$ cat config.mk
export PLATFORM = sky130hd
export DESIGN_NAME = button_event_qualifier_top
export DESIGN_NICKNAME = d
export VERILOG_FILES = /design/src/bqe_pkg.sv /design/src/bqe_fifo.sv /design/src/bqe_front.sv /design/src/bqe_back.sv /design/src/button_event_qualifier_top.sv
export VERILOG_INCLUDE_DIRS = /design/src /design/src/src
export SDC_FILE = /design/constraint.sdc
export NUM_CORES = 2
export LEC_CHECK = 0
export BUFFER_PORTS_ARGS = -buffer_cell sky130_fd_sc_hd__buf_2
export CAP_MARGIN = 20
export CORE_MARGIN = 10
export CORE_UTILIZATION = 55
export DETAILED_ROUTE_END_ITERATION = 12
export GPL_ROUTABILITY_DRIVEN = 0
export PLACE_DENSITY = 0.79
export SYNTH_ARGS = -nofsm -noshare
export SYNTH_HDL_FRONTEND = slang
export SYNTH_SLANG_ARGS = --single-unit
$ cat constraint.sdc
create_clock -name clk -period 8.27 [get_ports clk]
set_clock_uncertainty 0.05 [all_clocks]
set_input_delay 0.4135 -clock clk [delete_from_list [all_inputs] [get_ports clk]]
set_output_delay 0.4135 -clock clk [all_outputs]
set_load 0.02 [all_outputs]
$ cat src/button_event_qualifier_top_defines.svh
// Assertion macros shared by the button event qualifier RTL.
`ifndef BUTTON_EVENT_QUALIFIER_TOP_DEFINES_SVH
`define BUTTON_EVENT_QUALIFIER_TOP_DEFINES_SVH

`ifndef ASSERT_OFF
// Clocked property that is not checked while reset is asserted.
`define BQE_ASSERT(label, clk, rst_n, prop) \
	label: assert property (@(posedge clk) disable iff (!rst_n) prop) \
		else $error("%m: assertion failed");
// Clocked property that is checked during reset as well.
`define BQE_ASSERT_ALWAYS(label, clk, prop) \
	label: assert property (@(posedge clk) prop) \
		else $error("%m: assertion failed");
`else
`define BQE_ASSERT(label, clk, rst_n, prop)
`define BQE_ASSERT_ALWAYS(label, clk, prop)
`endif

`endif

$ cat src/bqe_pkg.sv
package bqe_pkg;

	// Configuration port geometry.
	localparam int APB_ADDR_W = 5;
	localparam int APB_DATA_W = 32;

	// Register indexes, taken from paddr[4:2].
	localparam logic [2:0] REG_INVERT_MASK  = 3'd0;
	localparam logic [2:0] REG_SINGLE_MASK  = 3'd1;
	localparam logic [2:0] REG_TIMED_MASK   = 3'd2;
	localparam logic [2:0] REG_COUNT_THRESH = 3'd3;
	localparam logic [2:0] REG_PRESS_LIMIT  = 3'd4;

	localparam logic [31:0] PRESS_LIMIT_RESET = 32'd500000;

	// Stream payload widths.
	localparam int S_TDATA_W = 40;
	localparam int M_TDATA_W = 8;

	// What one qualified request turns into on the output.
	typedef enum logic [1:0] {
		KIND_DOWN  = 2'd0,
		KIND_UP    = 2'd1,
		KIND_CLICK = 2'd2
	} ev_kind_t;

	typedef struct packed {
		logic [4:0] button;
		ev_kind_t   kind;
	} ev_t;

	typedef struct packed {
		logic [31:0] invert_mask;
		logic [31:0] single_shot_mask;
		logic [31:0] timed_mask;
		logic [7:0]  count_threshold;
		logic [31:0] short_press_limit_us;
	} cfg_t;

endpackage

$ cat src/bqe_fifo.sv
`include "button_event_qualifier_top_defines.svh"

module bqe_fifo (
	input  logic          clk,
	input  logic          arst_n,
	input  logic          push,
	input  bqe_pkg::ev_t  push_ev,
	output logic          full,
	input  logic          pop,
	output bqe_pkg::ev_t  head_ev,
	output logic          empty
);
	import bqe_pkg::*;

	localparam int DEPTH = 2;
	localparam int PTR_W = $clog2(DEPTH);

	ev_t              mem_q [DEPTH];
	logic [PTR_W-1:0] wr_ptr_q;
	logic [PTR_W-1:0] rd_ptr_q;
	logic [PTR_W:0]   count_q;

	assign full    = (count_q == (PTR_W+1)'(DEPTH));
	assign empty   = (count_q == '0);
	assign head_ev = mem_q[rd_ptr_q];

	always_ff @(posedge clk) begin
		if (push) begin
			mem_q[wr_ptr_q] <= push_ev;
		end
	end

	always_ff @(posedge clk or negedge arst_n) begin
		if (!arst_n) begin
			wr_ptr_q <= '0;
			rd_ptr_q <= '0;
			count_q  <= '0;
		end else begin
			if (push) begin
				wr_ptr_q <= wr_ptr_q + 1'b1;
			end
			if (pop) begin
				rd_ptr_q <= rd_ptr_q + 1'b1;
			end
			case ({push, pop})
				2'b10:   count_q <= count_q + 1'b1;
				2'b01:   count_q <= count_q - 1'b1;
				default: count_q <= count_q;
			endcase
		end
	end

	`BQE_ASSERT(a_no_push_when_full, clk, arst_n, !(push && full))
	`BQE_ASSERT(a_no_pop_when_empty, clk, arst_n, !(pop && empty))

endmodule

$ cat src/bqe_front.sv
module bqe_front #(
	parameter int BUTTONS = 32
) (
	input  logic                          clk,
	input  logic                          arst_n,
	input  bqe_pkg::cfg_t                 cfg,
	input  logic                          s_tvalid,
	output logic                          s_tready,
	input  logic [bqe_pkg::S_TDATA_W-1:0] s_tdata,
	output logic                          ev_push,
	output bqe_pkg::ev_t                  ev,
	input  logic                          ev_full
);
	import bqe_pkg::*;

	localparam int         IDX_W     = (BUTTONS > 1) ? $clog2(BUTTONS) : 1;
	localparam logic [5:0] BUTTONS_V = 6'(BUTTONS);

	logic        valid_s1;
	logic [4:0]  button_s1;
	logic        pin_s1;
	logic [31:0] now_s1;

	logic [7:0]  counts_q [BUTTONS];
	logic [31:0] stamps_q [BUTTONS];

	logic [IDX_W-1:0] idx;
	logic        in_range;
	logic        inv, single, timed, pressed, reached, short_press;
	logic [31:0] elapsed;
	logic        has_ev, clear_all, inc_count, store_stamp, consume;
	ev_kind_t    kind;

	assign idx      = button_s1[IDX_W-1:0];
	assign in_range = ({1'b0, button_s1} < BUTTONS_V);
	assign inv      = cfg.invert_mask[button_s1];
	assign single   = cfg.single_shot_mask[button_s1];
	assign timed    = cfg.timed_mask[button_s1];
	assign pressed  = pin_s1 ^ inv;
	assign reached  = (counts_q[idx] >= cfg.count_threshold);
	assign elapsed  = now_s1 - stamps_q[idx];
	assign short_press = (elapsed < cfg.short_press_limit_us);

	// Classify the held request into at most one queue entry plus state updates.
	always_comb begin
		has_ev      = 1'b0;
		kind        = KIND_DOWN;
		clear_all   = 1'b0;
		inc_count   = 1'b0;
		store_stamp = 1'b0;
		if (valid_s1 && in_range) begin
			if (!timed) begin
				if (pressed) begin
					if (reached) begin
						has_ev    = 1'b1;
						kind      = single ? KIND_CLICK : KIND_DOWN;
						clear_all = single;
					end
				end else if (reached) begin
					if (!single) begin
						has_ev    = 1'b1;
						kind      = KIND_UP;
						clear_all = 1'b1;
					end
				end else begin
					inc_count = 1'b1;
				end
			end else begin
				if (pressed) begin
					store_stamp = 1'b1;
				end else if (short_press) begin
					has_ev    = 1'b1;
					kind      = KIND_CLICK;
					clear_all = 1'b1;
				end
			end
		end
	end

	assign consume   = valid_s1 && (!has_ev || !ev_full);
	assign s_tready  = !valid_s1 || consume;
	assign ev_push   = consume && has_ev;
	assign ev.button = button_s1;
	assign ev.kind   = kind;

	always_ff @(posedge clk or negedge arst_n) begin
		if (!arst_n) begin
			valid_s1 <= 1'b0;
		end else if (s_tready) begin
			valid_s1 <= s_tvalid;
		end
	end

	always_ff @(posedge clk) begin
		if (s_tready && s_tvalid) begin
			button_s1 <= s_tdata[4:0];
			pin_s1    <= s_tdata[5];
			now_s1    <= s_tdata[37:6];
		end
	end

	always_ff @(posedge clk or negedge arst_n) begin
		if (!arst_n) begin
			for (int i = 0; i < BUTTONS; i++) begin
				counts_q[i] <= '0;
				stamps_q[i] <= '0;
			end
		end else if (consume) begin
			if (clear_all) begin
				for (int i = 0; i < BUTTONS; i++) begin
					counts_q[i] <= '0;
				end
			end else if (inc_count) begin
				counts_q[idx] <= counts_q[idx] + 8'd1;
			end
			if (store_stamp) begin
				stamps_q[idx] <= now_s1;
			end
		end
	end

endmodule

$ cat src/bqe_back.sv
`include "button_event_qualifier_top_defines.svh"

module bqe_back (
	input  logic                          clk,
	input  logic                          arst_n,
	input  logic                          ev_empty,
	input  bqe_pkg::ev_t                  ev,
	output logic                          ev_pop,
	output logic                          m_tvalid,
	input  logic                          m_tready,
	output logic [bqe_pkg::M_TDATA_W-1:0] m_tdata,
	output logic                          m_tlast
);
	import bqe_pkg::*;

	logic       valid_q;
	logic       phase_q;
	logic [4:0] key_index_q;
	logic       key_down_q;
	logic       last_q;
	logic       load;

	assign load   = !valid_q || m_tready;
	assign ev_pop = load && !phase_q && !ev_empty;

	always_ff @(posedge clk or negedge arst_n) begin
		if (!arst_n) begin
			valid_q <= 1'b0;
			phase_q <= 1'b0;
		end else if (load) begin
			if (phase_q) begin
				valid_q <= 1'b1;
				phase_q <= 1'b0;
			end else if (!ev_empty) begin
				valid_q <= 1'b1;
				phase_q <= (ev.kind == KIND_CLICK);
			end else begin
				valid_q <= 1'b0;
			end
		end
	end

	always_ff @(posedge clk) begin
		if (load) begin
			if (phase_q) begin
				key_down_q <= 1'b0;
				last_q     <= 1'b1;
			end else if (!ev_empty) begin
				key_index_q <= ev.button;
				case (ev.kind)
					KIND_DOWN: begin
						key_down_q <= 1'b1;
						last_q     <= 1'b1;
					end
					KIND_UP: begin
						key_down_q <= 1'b0;
						last_q     <= 1'b1;
					end
					KIND_CLICK: begin
						key_down_q <= 1'b1;
						last_q     <= 1'b0;
					end
					default: begin
						key_down_q <= 1'b0;
						last_q     <= 1'b1;
					end
				endcase
			end
		end
	end

	assign m_tvalid = valid_q;
	assign m_tdata  = {2'b00, key_down_q, key_index_q};
	assign m_tlast  = last_q;

	// While the key-up of a click is pending, the key-down must be on show.
	`BQE_ASSERT(a_click_first_half, clk, arst_n,
		phase_q |-> (valid_q && key_down_q && !last_q))

endmodule

$ cat src/button_event_qualifier_top.sv
// Button event qualifier. Each request on the s_ stream is one pin edge of one
// button (index, raw level after the edge, microsecond timestamp). The level is
// mapped to pressed or released through invert_mask, then the button is handled
// in count mode (key events only once its release count reaches count_threshold;
// single-shot buttons report down and up together on the press) or, when its
// timed_mask bit is set, in timed mode (a release within short_press_limit_us of
// the stored press time reports down then up). Every report clears all release
// counts except a non-single-shot key-down. Results leave on the m_ stream; tlast
// marks the final result of an edge. Edges on indexes at or above BUTTONS are
// dropped. The front stage takes one edge per cycle unless the queue stalls it,
// and classifies it against the per-button count and timestamp registers; a
// two-entry queue feeds the output stage, which shows one result per cycle while
// m_tready is high. A click's two results pass the single output register in
// turn, so edges with one or no result sustain one edge per cycle. The user must
// write registers over APB only while the block is idle; this is not enforced.
module button_event_qualifier_top #(
	parameter int BUTTONS = 32
) (
	input  logic        clk,
	input  logic        arst_n,
	// Input edge requests. s_tdata: [4:0] button, [5] pin_level, [37:6] now_us,
	// [39:38] zero.
	input  logic        s_tvalid,
	output logic        s_tready,
	input  logic [39:0] s_tdata,
	// Key events. m_tdata: [4:0] key_index, [5] key_down, [7:6] zero.
	output logic        m_tvalid,
	input  logic        m_tready,
	output logic [7:0]  m_tdata,
	output logic        m_tlast,
	// Configuration port.
	input  logic        psel,
	input  logic        penable,
	input  logic        pwrite,
	input  logic [4:0]  paddr,
	input  logic [31:0] pwdata,
	output logic [31:0] prdata,
	output logic        pready
);
	import bqe_pkg::*;

	cfg_t       cfg_q;
	logic       cfg_wr;
	logic [2:0] reg_idx;

	logic ev_push, ev_full, ev_pop, ev_empty;
	ev_t  ev_in, ev_head;

	// Register file. The register index is the word address; the two low
	// address bits are ignored.
	assign pready  = 1'b1;
	assign reg_idx = paddr[4:2];
	assign cfg_wr  = psel && penable && pwrite && pready;

	always_ff @(posedge clk or negedge arst_n) begin
		if (!arst_n) begin
			cfg_q.invert_mask          <= '0;
			cfg_q.single_shot_mask     <= '0;
			cfg_q.timed_mask           <= '0;
			cfg_q.count_threshold      <= '0;
			cfg_q.short_press_limit_us <= PRESS_LIMIT_RESET;
		end else if (cfg_wr) begin
			case (reg_idx)
				REG_INVERT_MASK:  cfg_q.invert_mask          <= pwdata;
				REG_SINGLE_MASK:  cfg_q.single_shot_mask     <= pwdata;
				REG_TIMED_MASK:   cfg_q.timed_mask           <= pwdata;
				REG_COUNT_THRESH: cfg_q.count_threshold      <= pwdata[7:0];
				REG_PRESS_LIMIT:  cfg_q.short_press_limit_us <= pwdata;
				default: ;
			endcase
		end
	end

	always_comb begin
		case (reg_idx)
			REG_INVERT_MASK:  prdata = cfg_q.invert_mask;
			REG_SINGLE_MASK:  prdata = cfg_q.single_shot_mask;
			REG_TIMED_MASK:   prdata = cfg_q.timed_mask;
			REG_COUNT_THRESH: prdata = {24'd0, cfg_q.count_threshold};
			REG_PRESS_LIMIT:  prdata = cfg_q.short_press_limit_us;
			default:          prdata = '0;
		endcase
	end

	// Front: holds one edge, qualifies it and updates the per-button state.
	bqe_front #(
		.BUTTONS(BUTTONS)
	) u_front (
		.clk     (clk),
		.arst_n  (arst_n),
		.cfg     (cfg_q),
		.s_tvalid(s_tvalid),
		.s_tready(s_tready),
		.s_tdata (s_tdata),
		.ev_push (ev_push),
		.ev      (ev_in),
		.ev_full (ev_full)
	);

	// Queue of qualified events between the two halves.
	bqe_fifo u_fifo (
		.clk    (clk),
		.arst_n (arst_n),
		.push   (ev_push),
		.push_ev(ev_in),
		.full   (ev_full),
		.pop    (ev_pop),
		.head_ev(ev_head),
		.empty  (ev_empty)
	);

	// Back: expands each event into one or two key results.
	bqe_back u_back (
		.clk     (clk),
		.arst_n  (arst_n),
		.ev_empty(ev_empty),
		.ev      (ev_head),
		.ev_pop  (ev_pop),
		.m_tvalid(m_tvalid),
		.m_tready(m_tready),
		.m_tdata (m_tdata),
		.m_tlast (m_tlast)
	);

endmodule

==> flow_metrics.env <==
export IMPL_tns_ns=0
export IMPL_fin_crit_sh_pct=96.5
export IMPL_antenna_found_initial=0
export IMPL_ff_latch_area_mm2=0.0374
export IMPL_yosysWarnings=0
export IMPL_final_antenna_net_count=0
export IMPL_critPathRequiredTime_ns=7.81
export IMPL_synth_edff_count=59
export IMPL_htree_levels=4
export IMPL_grt_max_degree=168
export IMPL_ir_drop_v=0.000206
export IMPL_clock_sinks=1482
export IMPL_wl_per_cell_um=28.6
export IMPL_post_synth_and_or_nand_nor_area_fraction_pct=2.51
export IMPL_synth_top_family_by_area="multiplexers"
export IMPL_seqPwrFrac_pct=47.0
export IMPL_row_count=130
export IMPL_ios=128
export IMPL_routed_wl_mm=193
export IMPL_nFillCells=8794
export IMPL_synth_xor_area_share_pct=0.491
export IMPL_synth_compound_area_share_pct=7.41
export IMPL_drv_slew=0
export IMPL_tightest_slew_ns=1.17
export IMPL_synth_area_mm2=0.0693
export IMPL_grt_pass1_vias=46200
export IMPL_clk_latency_ns=0.78
export IMPL_cp_max_fo=21
export IMPL_synth_distinct_cells=73
export IMPL_startpoint="u_front.button_s1[2]$_DFFE_PP_"
export IMPL_max_slew_margin_pct=21.8
export IMPL_vias_per_cell=6.61
export IMPL_firstDrtPassIters=6
export IMPL_worstReg2RegStart="u_front.button_s1[2]$_DFFE_PP_"
export IMPL_cp_end_kind="output port"
export IMPL_p_int_mw=13.4
export IMPL_root_buffer="clkbuf_16"
export IMPL_min_period_ns=7.98
export IMPL_cellLeakagePower_nw=35.0
export IMPL_grt_use_total_pct=27.1
export IMPL_syn_to_final_growth_pct=12.2
export IMPL_final_layout_size_suffix_gt1_share_pct=40.7
export IMPL_remaining_drc_errors=0
export IMPL_cp_arrival_ns=7.52
export IMPL_synthMuxAreaShare_pct=30.0
export IMPL_synth_fa_ha_area_share_pct=1.35
export IMPL_avgSynthCellArea_um2=14.2
export IMPL_switching_share_pct=27.0
export IMPL_clkTransAtPathRegs_ns=0.06
export IMPL_final_nets=5136
export IMPL_hp_class="input port to asynchronous set/reset pin"
export IMPL_seq_area_frac_synth_pct=53.9
export IMPL_dieArea_mm2=0.141
export IMPL_synthArstFlopShare_pct=96.0
export IMPL_grt_remaining_overflow=0
export IMPL_cp_start_kind="flip-flop"
export IMPL_initial_core_util_pct=55.3
export IMPL_dieHeight_um=375
export IMPL_p_per_area_mw_per_mm2=235
export IMPL_status="completed"
export IMPL_p_comb_share_pct=15.7
export IMPL_coreArea_mm2=0.125
export IMPL_cts_made_buffers=150
export IMPL_portBuffers=120
export IMPL_place_hpwl_mm=115
export IMPL_die_w_um=375
export IMPL_cts_tree="built"
export IMPL_cts_buffer_depth=3
export IMPL_multiInputGateArea_mm2=0.0293
export IMPL_setup_viol=0
export IMPL_dominantRegCellSynth="dfrtp_1"
export IMPL_synth_cells=4886
export IMPL_cap_viol_max_count=0
export IMPL_p_clk_share_pct=37.3
export IMPL_switchingPower_mw=4.94
export IMPL_crit_type="flip-flop to output port"
export IMPL_fin_util_pct=62.0
export IMPL_ys_ff_latch=1482
export IMPL_vias=44600
export IMPL_dr_first_iter_drc_count=5167
export IMPL_final_hold_violation_count=0
export IMPL_grt_pass1_wl_mm=292
export IMPL_max_freq_mhz=125
cell usage after synthesis (20+ instances only):
library cell,number,area (µm²)
ha_1,73,913
nand3_1,49,245
clkbuf_1,230,863
a22oi_1,152,1140
a211oi_4,30,601
o22ai_1,239,1500
buf_2,130,651
and4_1,20,175
nand2_1,107,402
a22o_1,24,210
mux4_2,330,7430
o21ai_0,70,350
edfxtp_1,59,1770
buf_4,25,188
nor2_1,75,282
o21ai_1,27,135
inv_1,312,1170
xnor2_1,23,201
dfrtp_1,1416,35400
mux2_2,1152,13000
mux2i_1,41,410
a21oi_1,52,260
a221o_1,23,230
cells by family (layout without fill, tap and decap cells):
family                   Yosys count  after routing
AO/OA/AOI/OAI                    705            705
XOR/XNOR                          38             38
adder cells (fa/ha/maj)           74             74
buffers and inverters            712            917
flip-flops                      1482           1482
multiplexers                    1523           1523
other                              2              4
AND/OR/NAND/NOR                  350            350
critical path, cell delays in order, from the launching register on:
cell and delay [ns]:
edfxtp_1 0.50, buf_4 0.30, nor3b_2 0.37, buf_4 0.43
a22oi_1 0.16, and4_1 0.25, ha_1 0.41, o21ai_0 0.16
o21ai_0 0.32, nand4_1 0.24, a21oi_1 0.55, o21a_1 0.22
o21a_1 0.17, o21a_1 0.17, nor2_1 0.08, ha_1 0.30
nand2_1 0.05, o21ai_0 0.36, a41oi_1 0.08, or3_1 0.45
o41ai_2 0.49, or3b_1 0.27, a21oi_4 0.11, inv_1 0.10
buf_2 0.17
routing by layer:
layer | vias to the layer above | part of all wire [%] | track usage, %
li1 | 18200 | - | -
met4 | 0 | 5.0 | 12.5
met3 | 473 | 8.4 | 6.04
met1 | 23700 | 40 | 35.8
met2 | 2136 | 47 | 42.7
met5 | - | 0 | 0
power groups by stage:
stage	sequential, mW	clock, mW	combinational [mW]
detailed placement	8.71	0	2.78
finish	8.60	6.84	2.87
global placement	8.64	0	2.68
floorplan	8.54	0	1.95
global route	8.68	7.20	3.09
CTS	8.59	6.89	2.83
stage by stage:
step / hold WS [ns] / cells / instance area (µm²) / total power, mW / setup slack (ns)
final: 0.154 / 6743 / 77800 / 18.3 / 0.288
after global routing: 0.281 / 6742 / 77800 / 19.0 / -0.00514
after CTS: 0.254 / 6737 / 77600 / 18.3 / 0.152
after detailed placement: 0.440 / 6398 / 72000 / 11.5 / 0.476
after global placement: 0.433 / 6396 / 72000 / 11.3 / 0.591
after floorplan: 0.0679 / 4887 / 69300 / 10.5 / 0.317
layout by cell type (no fill, tap or decap), types with 9 or more instances in the layout:
master | synthesis | layout
mux2i_1 | 41 | 41
nand4_1 | 11 | 11
nor2_4 | 0 | 34
buf_4 | 25 | 110
a221o_1 | 23 | 23
o22ai_1 | 239 | 239
buf_2 | 130 | 119
o21ai_1 | 27 | 27
o211ai_1 | 15 | 15
and4_1 | 20 | 20
ha_1 | 73 | 73
xor2_1 | 14 | 14
clkbuf_1 | 230 | 42
edfxtp_1 | 59 | 59
buf_12 | 0 | 34
dlygate4sd3_1 | 0 | 73
nor3_1 | 17 | 15
mux2_2 | 1152 | 1152
a211oi_4 | 30 | 30
a22oi_1 | 152 | 152
nor2_1 | 75 | 39
and2_1 | 11 | 11
nand2_1 | 107 | 106
mux4_2 | 330 | 330
clkinv_2 | 0 | 20
clkbuf_8 | 0 | 28
a22o_1 | 24 | 24
o21ai_0 | 70 | 70
xnor2_1 | 23 | 22
a21o_1 | 17 | 17
clkbuf_16 | 0 | 151
inv_1 | 312 | 312
nand2b_1 | 9 | 9
a21oi_1 | 52 | 51
nand3_1 | 49 | 49
dfrtp_1 | 1416 | 1416
sequential cells by signal, summed over array words and instances, names as in the netlist, 2 cells and up:
register,count
u_fifo.count_q,2
u_front.button_s1,5
u_front.counts_q,256
u_fifo.mem_q,14
cfg_q,136
u_front.stamps_q,1024
u_front.now_s1,32
u_back.key_index_q,5
worst paths after layout:
| check | endpoint | depth (start not counted) | slack (ns) |
|---|---|---|---|
| worst min-delay path | u_front.counts_q[219]$_DFFE_PN0P_ | 2 | 0.15 |
| min in group clk | u_front.now_s1[30]$_DFFE_PP_ | 2 | 0.29 |
| worst max register to register | u_front.counts_q[246]$_DFFE_PN0P_ | 25 | 0.52 |
| worst min register to register | u_front.stamps_q[938]$_DFFE_PN0P_ | 1 | 0.45 |
| max in group asynchronous | u_front.stamps_q[380]$_DFFE_PN0P_ | 4 | 5.71 |
| worst max-delay path | s_tready | 24 | 0.29 |
area by class of cell:
class,instances,share of cell area (%)
Tap cell,1650,2.65
Timing Repair Buffer,339,3.75
Multi-Input combinational cell,2693,37.7
Clock buffer,221,5.56
Inverter,312,1.51
Sequential cell,1482,48.1
Antenna cell,1,0.00322
Clock inverter,45,0.750
repair_timing:
action	in CTS	in global routing
endpoints found under the setup margin	0	1
hold endpoints to repair	324	0
resized for setup	0	2
buffers inserted	0	0
hold buffers	73	0
No activity file was read; power rests on OpenSTA's default activity.
